--- src/rtl/cbw_pkg.sv ---
// shared types, codes and constant tables of the barcode whitelist corrector
// no dependencies; imported by every rtl module of the block
`default_nettype none
package cbw_pkg;

  localparam int unsigned BARCODE_BASES = 16;
  localparam int unsigned QUAL_CAP      = 33;
  localparam int unsigned DEF_TABLE_DEPTH = 65536;
  localparam int unsigned DEF_PROBE_LIMIT = 8;
  localparam logic [9:0]  THR_RESET     = 10'd975;
  localparam logic [9:0]  SCALE_MILLE   = 10'd1000;

  // item kinds after classification
  localparam logic [1:0] OP_NOP = 2'd0;
  localparam logic [1:0] OP_INS = 2'd1;
  localparam logic [1:0] OP_TAL = 2'd2;
  localparam logic [1:0] OP_COR = 2'd3;

  // input commands
  localparam logic [1:0] CMD_INSERT  = 2'd0;
  localparam logic [1:0] CMD_TALLY   = 2'd1;
  localparam logic [1:0] CMD_CORRECT = 2'd2;

  // candidate modes for a correction
  localparam logic [1:0] MODE_ALL  = 2'd0; // no unknown base: all substitutions
  localparam logic [1:0] MODE_ONE  = 2'd1; // one unknown base: four bases there
  localparam logic [1:0] MODE_NONE = 2'd2; // several unknown bases: nothing

  // result status codes
  localparam logic [2:0] ST_EXACT = 3'd0;
  localparam logic [2:0] ST_CORR  = 3'd1;
  localparam logic [2:0] ST_NOT   = 3'd2;
  localparam logic [2:0] ST_INS   = 3'd3;
  localparam logic [2:0] ST_TALLY = 3'd4;
  localparam logic [2:0] ST_FULL  = 3'd5;

  // configuration register addresses
  localparam logic [2:0] ADDR_THR = 3'd0;

  typedef struct packed {
    logic [1:0]  op;
    logic [1:0]  mode;
    logic [3:0]  unk_pos;
    logic [31:0] bases;
    logic [95:0] qual;
    logic [31:0] hash;
  } cbw_item_t;

  typedef logic [0:63][31:0] hterm_tab_t;
  typedef logic [0:33][24:0] pedit_tab_t;

  // error likelihood per phred value, q1.24
  localparam pedit_tab_t PEDIT_Q24 = '{
    25'd16777216, 25'd13326616, 25'd10585708, 25'd8408526, 25'd6679130,
    25'd5305422,  25'd4214246,  25'd3347495,  25'd2659010, 25'd2112126,
    25'd1677722,  25'd1332662,  25'd1058571,  25'd840853,  25'd667913,
    25'd530542,   25'd421425,   25'd334749,   25'd265901,  25'd211213,
    25'd167772,   25'd133266,   25'd105857,   25'd84085,   25'd66791,
    25'd53054,    25'd42142,    25'd33475,    25'd26590,   25'd21121,
    25'd16777,    25'd13327,    25'd10586,    25'd8409
  };

  // hash contribution of letter l at position p: ascii(l) * 31^(15-p)
  function automatic hterm_tab_t build_hash_terms();
    hterm_tab_t t;
    logic [31:0] pw;
    logic [0:3][31:0] code;
    code = '{32'd65, 32'd67, 32'd71, 32'd84};
    pw = 32'd1;
    for (int p = 15; p >= 0; p--) begin
      for (int l = 0; l < 4; l++) begin
        t[p * 4 + l] = code[l] * pw;
      end
      pw = pw * 32'd31;
    end
    return t;
  endfunction

  localparam hterm_tab_t HASH_TERM = build_hash_terms();

endpackage
`default_nettype wire

--- src/rtl/cbw_queue.sv ---
// two-entry queue between front end and table engine
// depends on cbw_pkg
`default_nettype none
module cbw_queue (
  input  wire logic               clk,
  input  wire logic               rst_n,
  input  wire logic               push,
  input  wire cbw_pkg::cbw_item_t item_in,
  output logic                    full,
  input  wire logic               pop,
  output cbw_pkg::cbw_item_t      item_out,
  output logic                    empty
);
  import cbw_pkg::*;

  cbw_item_t  ent_r [2];
  logic       wp_r;
  logic       rp_r;
  logic [1:0] cnt_r;

  assign full     = cnt_r == 2'd2;
  assign empty    = cnt_r == 2'd0;
  assign item_out = ent_r[rp_r];

  always_ff @(posedge clk) begin
    if (!rst_n) begin
      wp_r  <= 1'b0;
      rp_r  <= 1'b0;
      cnt_r <= 2'd0;
    end else begin
      if (push) wp_r <= !wp_r;
      if (pop)  rp_r <= !rp_r;
      cnt_r <= cnt_r + 2'(push) - 2'(pop);
    end
    if (push) ent_r[wp_r] <= item_in;
  end

endmodule
`default_nettype wire

--- config.mk ---
export PLATFORM = sky130hd
export DESIGN_NAME = cbw_queue
export DESIGN_NICKNAME = d
export VERILOG_FILES = /design/src/rtl/cbw_pkg.sv /design/src/rtl/cbw_queue.sv
export SDC_FILE = /design/constraint.sdc
export NUM_CORES = 1
export LEC_CHECK = 0
export BUFFER_PORTS_ARGS = -buffer_cell sky130_fd_sc_hd__buf_2
export CELL_PAD_IN_SITES_DETAIL_PLACEMENT = 2
export CELL_PAD_IN_SITES_GLOBAL_PLACEMENT = 2
export CORE_MARGIN = 3
export CORE_UTILIZATION = 35
export CTS_CLUSTER_DIAMETER = 150
export DETAILED_ROUTE_END_ITERATION = 6
export PLACE_DENSITY = 0.74
export SYNTH_ARGS = -nofsm -noshare
export SYNTH_HDL_FRONTEND = slang
export SYNTH_SLANG_ARGS = --single-unit
--- constraint.sdc ---
create_clock -name clk -period 8.85 [get_ports clk]
set_clock_uncertainty 0.05 [all_clocks]
set_input_delay 0.885 -clock clk [delete_from_list [all_inputs] [get_ports clk]]
set_output_delay 0.885 -clock clk [all_outputs]
set_load 0.02 [all_outputs]
### Word-level counts from Yosys, hierarchy flattened

Memories as Yosys holds them, arrays and structs flattened. A register that Yosys moved wholly into a read port is not among the register bits.
Cells that the tools add are included.

* flip-flop bits (word level): 4
* memory bits (writable): 336
* input bits: 172
* output and inout bits: 170
* memories kept: 1

* $add $sub $neg: 2
* equality and inequality tests: 1
* multiplexer cells: 4
* reduce and logical (&&, ||, !) cells: 3

Memory list
* ent_r: words 2, width 168, rd ports 1, clocked after Yosys merged registers in 1, write ports 1, RTL line cbw_queue.sv:16 `cbw_item_t ent_r [2];`

Operators with widths (count)
* 1-bit two-way mux: 4
* 2-bit by 1-bit adder with 2-bit output: 1
* 2-bit == test, second input constant: 1
* 1-bit logical NOT: 2
* 2-bit logical NOT: 1
* 2-bit by 1-bit subtractor with 2-bit output: 1

### Depth between registers and ports, before layout

* word-level depth: 3
* gate-level depth with buffers: 6
* mapped depth without buffers: 6

### Worst setup path before layout

No wires, ideal clock.

* kind: input port to flip-flop
* start point: input port push
* end point: memory ent_r[0][0] (netlist name) (enable)
* setup time: 0.718 ns
* arrival: 8.173 ns
* required time: 8.082 ns
* path slack: -0.091 ns
* cell stages on the path: 1
* buffers on the path: 0
* path through: nor2b_1

* longest elaborated chain between the ends: 2

RTL lines
* from (decl): RTL line cbw_queue.sv:7 `input wire logic push,`
* 1-bit two-way mux: RTL line cbw_queue.sv:35 `if (push) ent_r[wp_r] <= item_in;`
* 1-bit two-way mux (not written as such): RTL line cbw_queue.sv:35
* to (decl): RTL line cbw_queue.sv:16

Every way passes these cells.

==> flow_summary.json <==
{
  "grtUsageMet2_pct": 28.5,
  "rsz0062_at_grt": "no",
  "critPathBufInv": 2,
  "synthCells": 544,
  "slew_viol_final": 0,
  "die_h_um": 197,
  "hold_viol_final": 0,
  "tightest_slew_ps": 1080,
  "grt_pass1_vias": 7399,
  "min_path_type": "input port to register",
  "arrival_ps": 3040,
  "p_leak_nw": 6.28,
  "cts_resized": 0,
  "r2r-start": "wp_r",
  "start_kind": "register",
  "layout-drive-gt1-share_pct": 60.5,
  "crit_chain": "buf_4 > mux2_2 > buf_2",
  "clkTransAtPathRegs_ps": 60,
  "drt_iter0_markers": 242,
  "grt_pass1_wl_um": 46000,
  "cp-end-kind": "primary output",
  "use_met3_pct": 4.96,
  "dpl.cell_count": 1334,
  "h-tree-depth": 2,
  "via_per_inst": 4.53,
  "wl_per_cell_um": 21.9,
  "met1_usage_pct": 17.8,
  "rows": 69,
  "cellPowerDensity_mw_per_mm2": 244,
  "ctsRootBufferMaster": "clkbuf_16",
  "first_pass_iters": 4,
  "post-route-period-util_pct": 44.9,
  "r2r_slack_ps": 6050,
  "crit_path_top_delay_cell": "dfxtp_4",
  "fillers": 3395,
  "worst-path-max-fanout": 56,
  "synth.avg_cell_area_um2": 23.5,
  "syn-num-nets": 718,
  "critPathTopFamily": "buffers and inverters",
  "ys_seq_area_share_pct": 79.8,
  "antenna_found_initial": 6,
  "max_freq_mhz": 251,
  "vias": 6374,
  "finalWorstSetupSlack_ps": 4870,
  "cts_setup_buffers": 0,
  "path_class": "register to primary output",
  "insertion_delay_ps": 510,
  "ys_ff_latch": 341,
  "drc": 0,
  "fp.dieW_um": 197,
  "syn-cell-area_mm2": 0.0128,
  "holdBufCountCts": 0,
  "relSlewSlack_pct": 28.3,
  "tritoncts": "built",
  "synth_cell_type_count": 14,
  "grt_max_degree": 74,
  "place_area_mm2": 0.0149,
  "finalPower_mw": 3.96,
  "start_util_pct": 35.7,
  "ios": 342,
  "cts_buffers": 39,
  "period_minus_slack_ps": 3980,
  "final_common_cell": "buf_2",
  "cap_violations": 0,
  "post-place-ws_ps": 5200,
  "r2r_end": "ent_r[0][56]",
  "fin_nets": 1088,
  "ant_nets": 0,
  "layout_common_cells": "341 x buf_2, 336 x edfxtp_1, 101 x mux2_4, 67 x mux2_2, 41 x clkbuf_16",
  "design.die.area_mm2": 0.0388,
  "ys_warn_count": 0,
  "tns_ps": 0,
  "reg2reg_depth": 3,
  "grt-busiest-layer": "met2",
  "peakVddDrop_uv": 144,
  "overflow": 0,
  "cp_num_cells": 3,
  "track_usage_pct": 15.6,
  "areaGrowthSynthToFinish_pct": 27.0,
  "crit_end": "item_out[11]",
  "clock_path_buffers": 3,
  "cts_sinks": 341,
  "hpwl_um": 21800,
  "fin_area_mm2": 0.0162,
  "worstPathRequired_ps": 7920,
  "gp_congestion": 0.693,
  "totalWireLength_um": 30800,
  "finalSetupViolCount": 0,
  "stdcell_count": 1408,
  "slowest_delay_ps": 960,
  "port_buffers": 341,
  "core_area_mm2": 0.0357,
  "status": "complete, no violations"
}
-- sequential cells by signal, indices dropped and copies added (netlist names), named ones only --
| register | count |
|---|---|
| rp_r | 1 |
| cnt_r | 2 |
| ent_r | 336 |
| wp_r | 1 |
-- where the power goes --
part / internal [mW] / switching [mW]
clock: 0.983 / 0.608
combinational: 0.200 / 0.262
sequential: 1.87 / 0.0355
-- worst min path at each step --
| stage | startpoint | end | slack [ps] | depth (start not counted) |
|---|---|---|---|---|
| after global placement | rp_r | register | 510 | 2 |
| after detailed placement | rp_r | register | 530 | 2 |
| final | item_in[136] | ent_r[1][136] | 510 | 1 |
| after CTS | item_in[34] | ent_r[1][34] | 480 | 1 |
| after global routing | item_in[1] | ent_r[1][1] | 480 | 1 |
| after floorplan | rp_r | register | 500 | 2 |
-- cell type report --
type | count | area [um^2] | area share (%)
clock inverter | 20 | 189 | 1.16
multi-input combinational | 182 | 2400 | 14.8
timing repair buffer | 348 | 1760 | 10.8
inverter | 2 | 7.51 | 0.0463
antenna | 3 | 7.51 | 0.0463
tap | 461 | 577 | 3.55
sequential | 341 | 10200 | 62.8
clock buffer | 51 | 1090 | 6.74
-- metal layers --
metal | vias to the layer above | share of wire (%)
met4 | 6 | 1.8
li1 | 2909 | -
met2 | 229 | 53
met1 | 3186 | 37
met3 | 44 | 7.3
met5 | - | 0.12
-- cells in the mapped netlist (all sizes together) --
master	count	area, um^2
and2	4	25.0
nor2b	4	25.0
buf	19	189
nor2	1	3.75
mux2	168	2270
dfxtp	5	100
ha	2	25.0
xor2	1	8.76
inv	2	7.51
xnor3	1	22.5
edfxtp	336	10100
o21a	1	7.51
-- stage by stage --
stage | hold slack [ps] | utilization [%]
3_5_place_dp | 533 | 41.8
3_3_place_gp | 507 | 41.8
4_1_cts | 476 | 45.4
2_1_floorplan | 505 | -
6_report | 506 | 45.4
5_1_grt | 483 | 45.4
-- kinds of logic (layout without fill, tap and decap cells) --
family | after synthesis | in the layout | synth area share, %
fa+ha+maj | 2 | 2 | 0.196
flops | 341 | 341 | 79.8
mux | 168 | 168 | 17.8
xor+xnor | 2 | 2 | 0.245
simple gates | 9 | 9 | 0.421
other cells | 0 | 3 | 0
compound gates | 1 | 1 | 0.0588
buf+inv | 21 | 421 | 1.54
Note: power is estimated with default switching activity, not from simulation.
