`src/rtl/cbw_pkg.sv`:
```
// shared types, codes and constant tables of the barcode whitelist corrector
// no dependencies; imported by every rtl module of the block
`default_nettype none
package cbw_pkg;

  localparam int unsigned BARCODE_BASES = 16;
  localparam int unsigned QUAL_CAP      = 33;
  localparam int unsigned DEF_TABLE_DEPTH = 65536;
  localparam int unsigned DEF_PROBE_LIMIT = 8;
  localparam logic [9:0]  THR_RESET     = 10'd975;
  localparam logic [9:0]  SCALE_MILLE   = 10'd1000;

  // item kinds after classification
  localparam logic [1:0] OP_NOP = 2'd0;
  localparam logic [1:0] OP_INS = 2'd1;
  localparam logic [1:0] OP_TAL = 2'd2;
  localparam logic [1:0] OP_COR = 2'd3;

  // input commands
  localparam logic [1:0] CMD_INSERT  = 2'd0;
  localparam logic [1:0] CMD_TALLY   = 2'd1;
  localparam logic [1:0] CMD_CORRECT = 2'd2;

  // candidate modes for a correction
  localparam logic [1:0] MODE_ALL  = 2'd0; // no unknown base: all substitutions
  localparam logic [1:0] MODE_ONE  = 2'd1; // one unknown base: four bases there
  localparam logic [1:0] MODE_NONE = 2'd2; // several unknown bases: nothing

  // result status codes
  localparam logic [2:0] ST_EXACT = 3'd0;
  localparam logic [2:0] ST_CORR  = 3'd1;
  localparam logic [2:0] ST_NOT   = 3'd2;
  localparam logic [2:0] ST_INS   = 3'd3;
  localparam logic [2:0] ST_TALLY = 3'd4;
  localparam logic [2:0] ST_FULL  = 3'd5;

  // configuration register addresses
  localparam logic [2:0] ADDR_THR = 3'd0;

  typedef struct packed {
    logic [1:0]  op;
    logic [1:0]  mode;
    logic [3:0]  unk_pos;
    logic [31:0] bases;
    logic [95:0] qual;
    logic [31:0] hash;
  } cbw_item_t;

  typedef logic [0:63][31:0] hterm_tab_t;
  typedef logic [0:33][24:0] pedit_tab_t;

  // error likelihood per phred value, q1.24
  localparam pedit_tab_t PEDIT_Q24 = '{
    25'd16777216, 25'd13326616, 25'd10585708, 25'd8408526, 25'd6679130,
    25'd5305422,  25'd4214246,  25'd3347495,  25'd2659010, 25'd2112126,
    25'd1677722,  25'd1332662,  25'd1058571,  25'd840853,  25'd667913,
    25'd530542,   25'd421425,   25'd334749,   25'd265901,  25'd211213,
    25'd167772,   25'd133266,   25'd105857,   25'd84085,   25'd66791,
    25'd53054,    25'd42142,    25'd33475,    25'd26590,   25'd21121,
    25'd16777,    25'd13327,    25'd10586,    25'd8409
  };

  // hash contribution of letter l at position p: ascii(l) * 31^(15-p)
  function automatic hterm_tab_t build_hash_terms();
    hterm_tab_t t;
    logic [31:0] pw;
    logic [0:3][31:0] code;
    code = '{32'd65, 32'd67, 32'd71, 32'd84};
    pw = 32'd1;
    for (int p = 15; p >= 0; p--) begin
      for (int l = 0; l < 4; l++) begin
        t[p * 4 + l] = code[l] * pw;
      end
      pw = pw * 32'd31;
    end
    return t;
  endfunction

  localparam hterm_tab_t HASH_TERM = build_hash_terms();

endpackage
`default_nettype wire

```
`src/rtl/cbw_front.sv`:
```
// front end: accepts beats, classifies the command and forms the base hash
// depends on cbw_pkg
`default_nettype none
module cbw_front (
  input  wire logic              clk,
  input  wire logic              rst_n,
  input  wire logic              accept_en,
  input  wire logic              in_tvalid,
  output logic                   in_tready,
  input  wire logic [143:0]      in_tdata,
  input  wire logic [1:0]        in_tuser,
  input  wire logic              q_full,
  output logic                   push,
  output cbw_pkg::cbw_item_t     item
);
  import cbw_pkg::*;

  logic             s1_valid_r;
  cbw_item_t        s1_item_r;
  logic [3:0][31:0] psum_r;
  logic [3:0][31:0] psum;
  cbw_item_t        cls;
  logic [31:0]      bases;
  logic [15:0]      mask;
  logic             take;

  assign bases = in_tdata[31:0];
  assign mask  = in_tdata[47:32];
  assign push  = s1_valid_r && !q_full;
  assign in_tready = accept_en && (!s1_valid_r || push);
  assign take  = in_tvalid && in_tready;

  // four partial sums of hash terms
  always_comb begin
    for (int g = 0; g < 4; g++) begin
      psum[g] = '0;
      for (int k = 0; k < 4; k++) begin
        psum[g] = psum[g] + HASH_TERM[{2'(g), 2'(k), bases[2 * (4 * g + k) +: 2]}];
      end
    end
  end

  always_comb begin
    cls         = '0;
    cls.bases   = bases;
    cls.qual    = in_tdata[143:48];
    if (mask == '0) begin
      cls.mode = MODE_ALL;
    end else if ((mask & (mask - 16'd1)) == '0) begin
      cls.mode = MODE_ONE;
    end else begin
      cls.mode = MODE_NONE;
    end
    for (int i = 0; i < 16; i++) begin
      if (mask[i]) cls.unk_pos = 4'(i);
    end
    priority if (in_tuser == CMD_CORRECT) begin
      cls.op = OP_COR;
    end else if (mask != '0) begin
      cls.op = OP_NOP;
    end else if (in_tuser == CMD_INSERT) begin
      cls.op = OP_INS;
    end else if (in_tuser == CMD_TALLY) begin
      cls.op = OP_TAL;
    end else begin
      cls.op = OP_NOP;
    end
  end

  always_ff @(posedge clk) begin
    if (!rst_n) begin
      s1_valid_r <= 1'b0;
    end else if (take) begin
      s1_valid_r <= 1'b1;
    end else if (push) begin
      s1_valid_r <= 1'b0;
    end
    if (take) begin
      s1_item_r <= cls;
      psum_r    <= psum;
    end
  end

  always_comb begin
    item      = s1_item_r;
    item.hash = psum_r[0] + psum_r[1] + psum_r[2] + psum_r[3];
  end

endmodule
`default_nettype wire

```
`config.mk`:
```
export PLATFORM = sky130hd
export DESIGN_NAME = cbw_front
export DESIGN_NICKNAME = d
export VERILOG_FILES = /design/src/rtl/cbw_pkg.sv /design/src/rtl/cbw_front.sv
export SDC_FILE = /design/constraint.sdc
export NUM_CORES = 1
export LEC_CHECK = 0
export BUFFER_PORTS_ARGS = -buffer_cell sky130_fd_sc_hd__buf_4
export CORE_ASPECT_RATIO = 2
export CORE_UTILIZATION = 54
export DETAILED_ROUTE_END_ITERATION = 7
export PLACE_DENSITY_LB_ADDON = 0.05
export SLEW_MARGIN = 30
export SYNTH_ARGS = -nofsm -noshare
export SYNTH_HDL_FRONTEND = slang
export SYNTH_SLANG_ARGS = --single-unit
```
`constraint.sdc`:
```
create_clock -name clk -period 6.55 [get_ports clk]
set_input_delay 0.9825 -clock clk [delete_from_list [all_inputs] [get_ports clk]]
set_output_delay 0.9825 -clock clk [all_outputs]
set_load 0.1 [all_outputs]
```
### Yosys cells after proc, flatten, opt, wreduce, memory -nomap -nowiden

Memories as Yosys holds them, arrays and structs flattened.
Index checks and enable logic that the tools add are counted.

* register bits: 265
* ROM bits: 32768
* output and inout bits: 170
* word-level logic and storage cells: 146
* memories kept: 16

* add/subtract/negate cells: 16
* $lt $le $gt $ge: 16
* equality and inequality tests: 2
* muxes and demuxes: 52
* bitwise operators: 17
* reductions and logical operators: 14

Memories
* (no name shown): depth 64, bits a word 32, read ports 1, clocked after Yosys merged registers in 0, write ports 0, line cbw_front.sv:38 `psum[g] = psum[g] + HASH_TERM[{2'(g), 2'(k), bases[2 * (4 * g + k) +: 2]}];`
* (no name shown): depth 64, bits a word 32, read ports 1, clocked after Yosys merged registers in 0, write ports 0, line cbw_front.sv:38
* (no name shown): depth 64, bits a word 32, read ports 1, clocked after Yosys merged registers in 0, write ports 0, line cbw_front.sv:38
* (no name shown): depth 64, bits a word 32, read ports 1, clocked after Yosys merged registers in 0, write ports 0, line cbw_front.sv:38
* (no name shown): depth 64, bits a word 32, read ports 1, clocked after Yosys merged registers in 0, write ports 0, line cbw_front.sv:38
* (no name shown): depth 64, bits a word 32, read ports 1, clocked after Yosys merged registers in 0, write ports 0, line cbw_front.sv:38
* 10 more memories

Operator list (number)
* $mux 32: 32
* $add 32x32->32: 15
* $ge 7x7->1 const B: 16
* $not 6->7: 8
* $logic_not 16->1: 2
* $not 5->7: 4
* $mux 4: 6
* $and 16x16->16: 1
* $reduce_bool 16->1: 1
* $sub 16x1->16 const B: 1
* $not 4->7: 2
* $mux 2: 6
* $mux 3: 4
* $reduce_or 8->1: 1
* $not 2->7: 1
* $not 3->7: 1
* $mux 1: 4
* $reduce_or 4->1: 1
* $logic_and 1x1->1: 3
* $eq 2x1->1 const B: 1
* $eq 2x2->1 const B: 1
* $logic_not 1->1: 2
* $logic_not 2->1: 1
* $reduce_bool 2->1: 1
* other kinds (2): 2

### Logic depth before layout (Yosys ltp)

* word-level depth: 14
* depth in mapped cells: 22

### Worst setup path after synthesis

Ideal clock, no wire load.

* path kind: input port to flip-flop
* start: input port q_full
* end: register s1_item_r (netlist bit item[100]), enable pin
* library setup time: 0.604 ns
* arrival time: 6.873 ns
* data required time: 5.946 ns
* path slack: -0.926 ns
* stages: 4
* path buffers: 0
* path through: nand2_1 > and2_1 > nand2_1 > inv_1

* longest elaborated chain between the ends: 5

Ends and longest elaborated chain
* from (decl): line cbw_front.sv:12 `input wire logic q_full,`
* $logic_not 1->1: line cbw_front.sv:29 `assign push = s1_valid_r && !q_full;`
* $logic_and 1x1->1: line cbw_front.sv:29
* $logic_or 1x1->1: line cbw_front.sv:30 `assign in_tready = accept_en && (!s1_valid_r || push);`
* $logic_and 1x1->1: line cbw_front.sv:30
* via in_tready: line cbw_front.sv:9 `output logic in_tready,`
* $logic_and 1x1->1: line cbw_front.sv:31 `assign take = in_tvalid && in_tready;`
* via take: line cbw_front.sv:25 `logic take;`
* to (signal assigned): line cbw_front.sv:79 `s1_item_r <= cls;`
* to (decl): line cbw_front.sv:19 `cbw_item_t s1_item_r;`

The timed path passes the listed nets, and every way through them passes these cells.
A chain may end at the register's enable or synchronous reset.

==> summary.md <==
| Metric | Value |
|---|---|
| Status | complete, no violations |
| Worst-margin pin slew | 0.8163 ns |
| Post-route ant nets | 0 |
| Bufs on Longest Clock Path | 3 |
| Root buffer cell | clkbuf_16 |
| Pre-CTS setup slack | 0.4454 ns |
| Worst-Skew Late Latency | 0.56 ns |
| Top_reg_cell synth | edfxtp_1 |
| Max-cap violations | 0 |
| Via count | 16322 |
| Crit path time final | 6.271 ns |
| Reg2reg start | s1_valid_r |
| Layout Nets | 3183 |
| Setup bufs post-CTS | 0 |
| Number of global-route vias before repair | 17491 |
| Layout cells sized above 1 | 0.1697 |
| Die width | 149.0 µm |
| Vias per std cell | 5.457 |
| Placed instance area | 0.02652 mm² |
| First drt pass iteration count | 5 |
| Hold Startpoint | s1_valid_r |
| Chip height | 296.1 µm |
| Drt total wl | 60.53 mm |
| Setup violators final | 0 |
| CTS tree | yes |
| Initial Util | 0.5484 |
| Final hold vios | 0 |
| Area of the multi-input gates | 0.01419 mm² |
| Setup slack, reg-to-reg | 4.02 ns |
| # fillers | 3534 |
| Diodes inserted | 0 |
| RePlAce Congestion | 0.9517 |
| Routed len/inst | 20.24 µm |
| Post-route cell area | 0.02740 mm² |
| I/O pins | 321 |
| Most frequent cells after synthesis | ha_1, inv_1, edfxtp_1 |
| Post-synth EDFFs | 254 |
| Initial antenna violation count | 0 |
| CP Class | flip-flop to output port |
| Post-Syn Nets | 2830 |
| Register area | 0.007647 mm² |
| Number of gates resized after CTS | 0 |
| Area grow syn2layout | 17.36% |
| Fmax | 0.1595 GHz |
| Synth Register Bits | 255 |
| Iteration-0 DRC Markers | 620 |
| Setup TNS | 0 ns |
| Sequential area share after synthesis | 0.3275 |
| Hold-fix buffers, CTS | 0 |
| Reg clk slew, reported paths | 0.06 ns |
| Hold Crit Endpoint | s1_valid_r |
| Leading area contributor after synthesis | edfxtp_1 |
| TritonCTS Buffers | 26 |
| Critical Path RT | 5.57 ns |
| Final Core Density | 0.6436 |
| Cell row count | 107 |
| Synth warn | 0 |
| Pins over their slew limit | 0 |
| Post-DP HPWL | 51.22 mm |
| Min-Delay Path Depth | 2 |
| Core area | 0.04257 mm² |
| Die Area | 0.04412 mm² |
| Port Buf Inserts | 320 |
| Period utilization | 0.9574 |
| Avg Synthesized Cell Area | 11.26 µm² |
| Post-synth top area share | 0.3267 |
| Reg2reg end | item[156] |
| Count leader, synth | ha_1 |
| Num Clock Sinks | 255 |
| FF-to-FF path depth | 6 |
| Netlist cell types | 72 |
| First-pass GRT wire length | 93.04 mm |
| Startpoint types | flip-flop |
| Htree depth | 1 |
| Largest net degree at the start of global routing | 140 |
| CP Max Fanout | 3 |
| Area contributors post-synth | edfxtp_1, ha_1, fa_1 |
| Worst Hold Class | flip-flop to flip-flop |
| Crit path DAT | 5.29 ns |
| Cells after synthesis | 2073 |
| Rel. slew slack | 0.4558 |
| Setup Skew | 0.01651 ns |
| Residual DRC | 0 |
| Unrepaired setup endpoints after global routing | no |
| Ys async rst share | 0 |
| Final WS setup | 0.2787 ns |
| Remaining Overflow, GRT | 0 |
| GR Util All Layers | 0.2803 |
| CP Capture Type | output port |
| Mapped Area | 0.02335 mm² |
-- logic make-up (layout without fill, tap and decap cells) --
kind of cell	after synthesis	count (layout)	share of synthesized area
AOI/OAI and AO/OA	392	392	0.1140
xor gates and xnor gates	162	162	0.06077
adders and majority gates	608	608	0.3793
buffers and inverters	401	774	0.06447
DFF	255	255	0.3275
muxes	3	3	0.001340
and+or+nand+nor	252	252	0.05252
-- registers in the layout, summed over array words and instances (netlist names) --
| register | count |
|---|---|
| item | 136 |
| s1_valid_r | 1 |
| psum_r | 118 |
-- worst max-delay path, stage by stage, from the launching register on --
cell and delay [ns]:
edfxtp_1 0.50, fa_1 0.44, fa_1 0.47, ha_1 0.22
fa_1 0.41, a21o_1 0.23, a311oi_1 0.41, o22ai_1 0.21
a21oi_1 0.34, o21bai_1 0.10, a21oi_1 0.36, nor2_1 0.10
a311o_1 0.35, xor2_1 0.25, buf_4 0.35
-- cell usage in the layout (no fill, tap or decap), types with 13 or more instances in the layout --
cell type / netlist / layout
nor2b_1: 14 / 14
inv_1: 392 / 391
o21a_1: 15 / 15
nor2_1: 72 / 72
xor2_1: 52 / 52
a21oi_1: 118 / 118
a21o_1: 82 / 82
o21bai_1: 28 / 28
buf_4: 0 / 333
edfxtp_1: 254 / 254
xnor2_1: 110 / 110
nand4_1: 16 / 16
nand3_1: 18 / 18
ha_1: 439 / 439
nand2_1: 63 / 63
a31oi_1: 13 / 13
nor3_1: 14 / 14
clkbuf_16: 0 / 27
o21ai_0: 50 / 50
fa_1: 167 / 167
-- worst max path at each step --
| stage | startpoint | end | slack (ns) | depth (start not counted) |
|---|---|---|---|---|
| floorplan | psum_r[5] | item[30] | 0.27 | 13 |
| global placement | in_tdata[16] | psum_r[92] | 0.46 | 19 |
| detailed placement | in_tdata[16] | psum_r[92] | 0.45 | 19 |
| CTS | psum_r[1] | item[19] | 0.28 | 14 |
| global route | psum_r[1] | item[19] | 0.08 | 14 |
| finish | psum_r[64] | item[19] | 0.28 | 14 |
-- final cells by class --
type | instances | share of cell area
Clock inverter | 20 | 0.007352
Clock buffer | 28 | 0.02480
Sequential cell | 255 | 0.2791
Tap cell | 545 | 0.02489
Inverter | 392 | 0.05384
Timing Repair Buffer | 334 | 0.09197
Multi-Input combinational cell | 1417 | 0.5181
-- routing by layer --
| layer | vias to the layer above | GRT usage | routed length, µm |
|---|---|---|---|
| met1 | 7892 | 0.2614 | 19650 |
| met5 | - | 0 | 0 |
| li1 | 7844 | - | - |
| met2 | 446 | 0.5584 | 34140 |
| met4 | 0 | 0.1896 | 4532 |
| met3 | 140 | 0.02615 | 2211 |
-- through the flow --
step | std cells | hold slack [ns]
6_report | 2991 | 0.4856
5_1_grt | 2991 | 0.5263
4_1_cts | 2991 | 0.4895
3_5_place_dp | 2943 | 0.4799
3_3_place_gp | 2943 | 0.4804
2_1_floorplan | 2073 | 0.4508
Power is left out: the tool's default activity adds up to more than one toggle a clock period on the data nets, which glitch-free logic cannot reach.
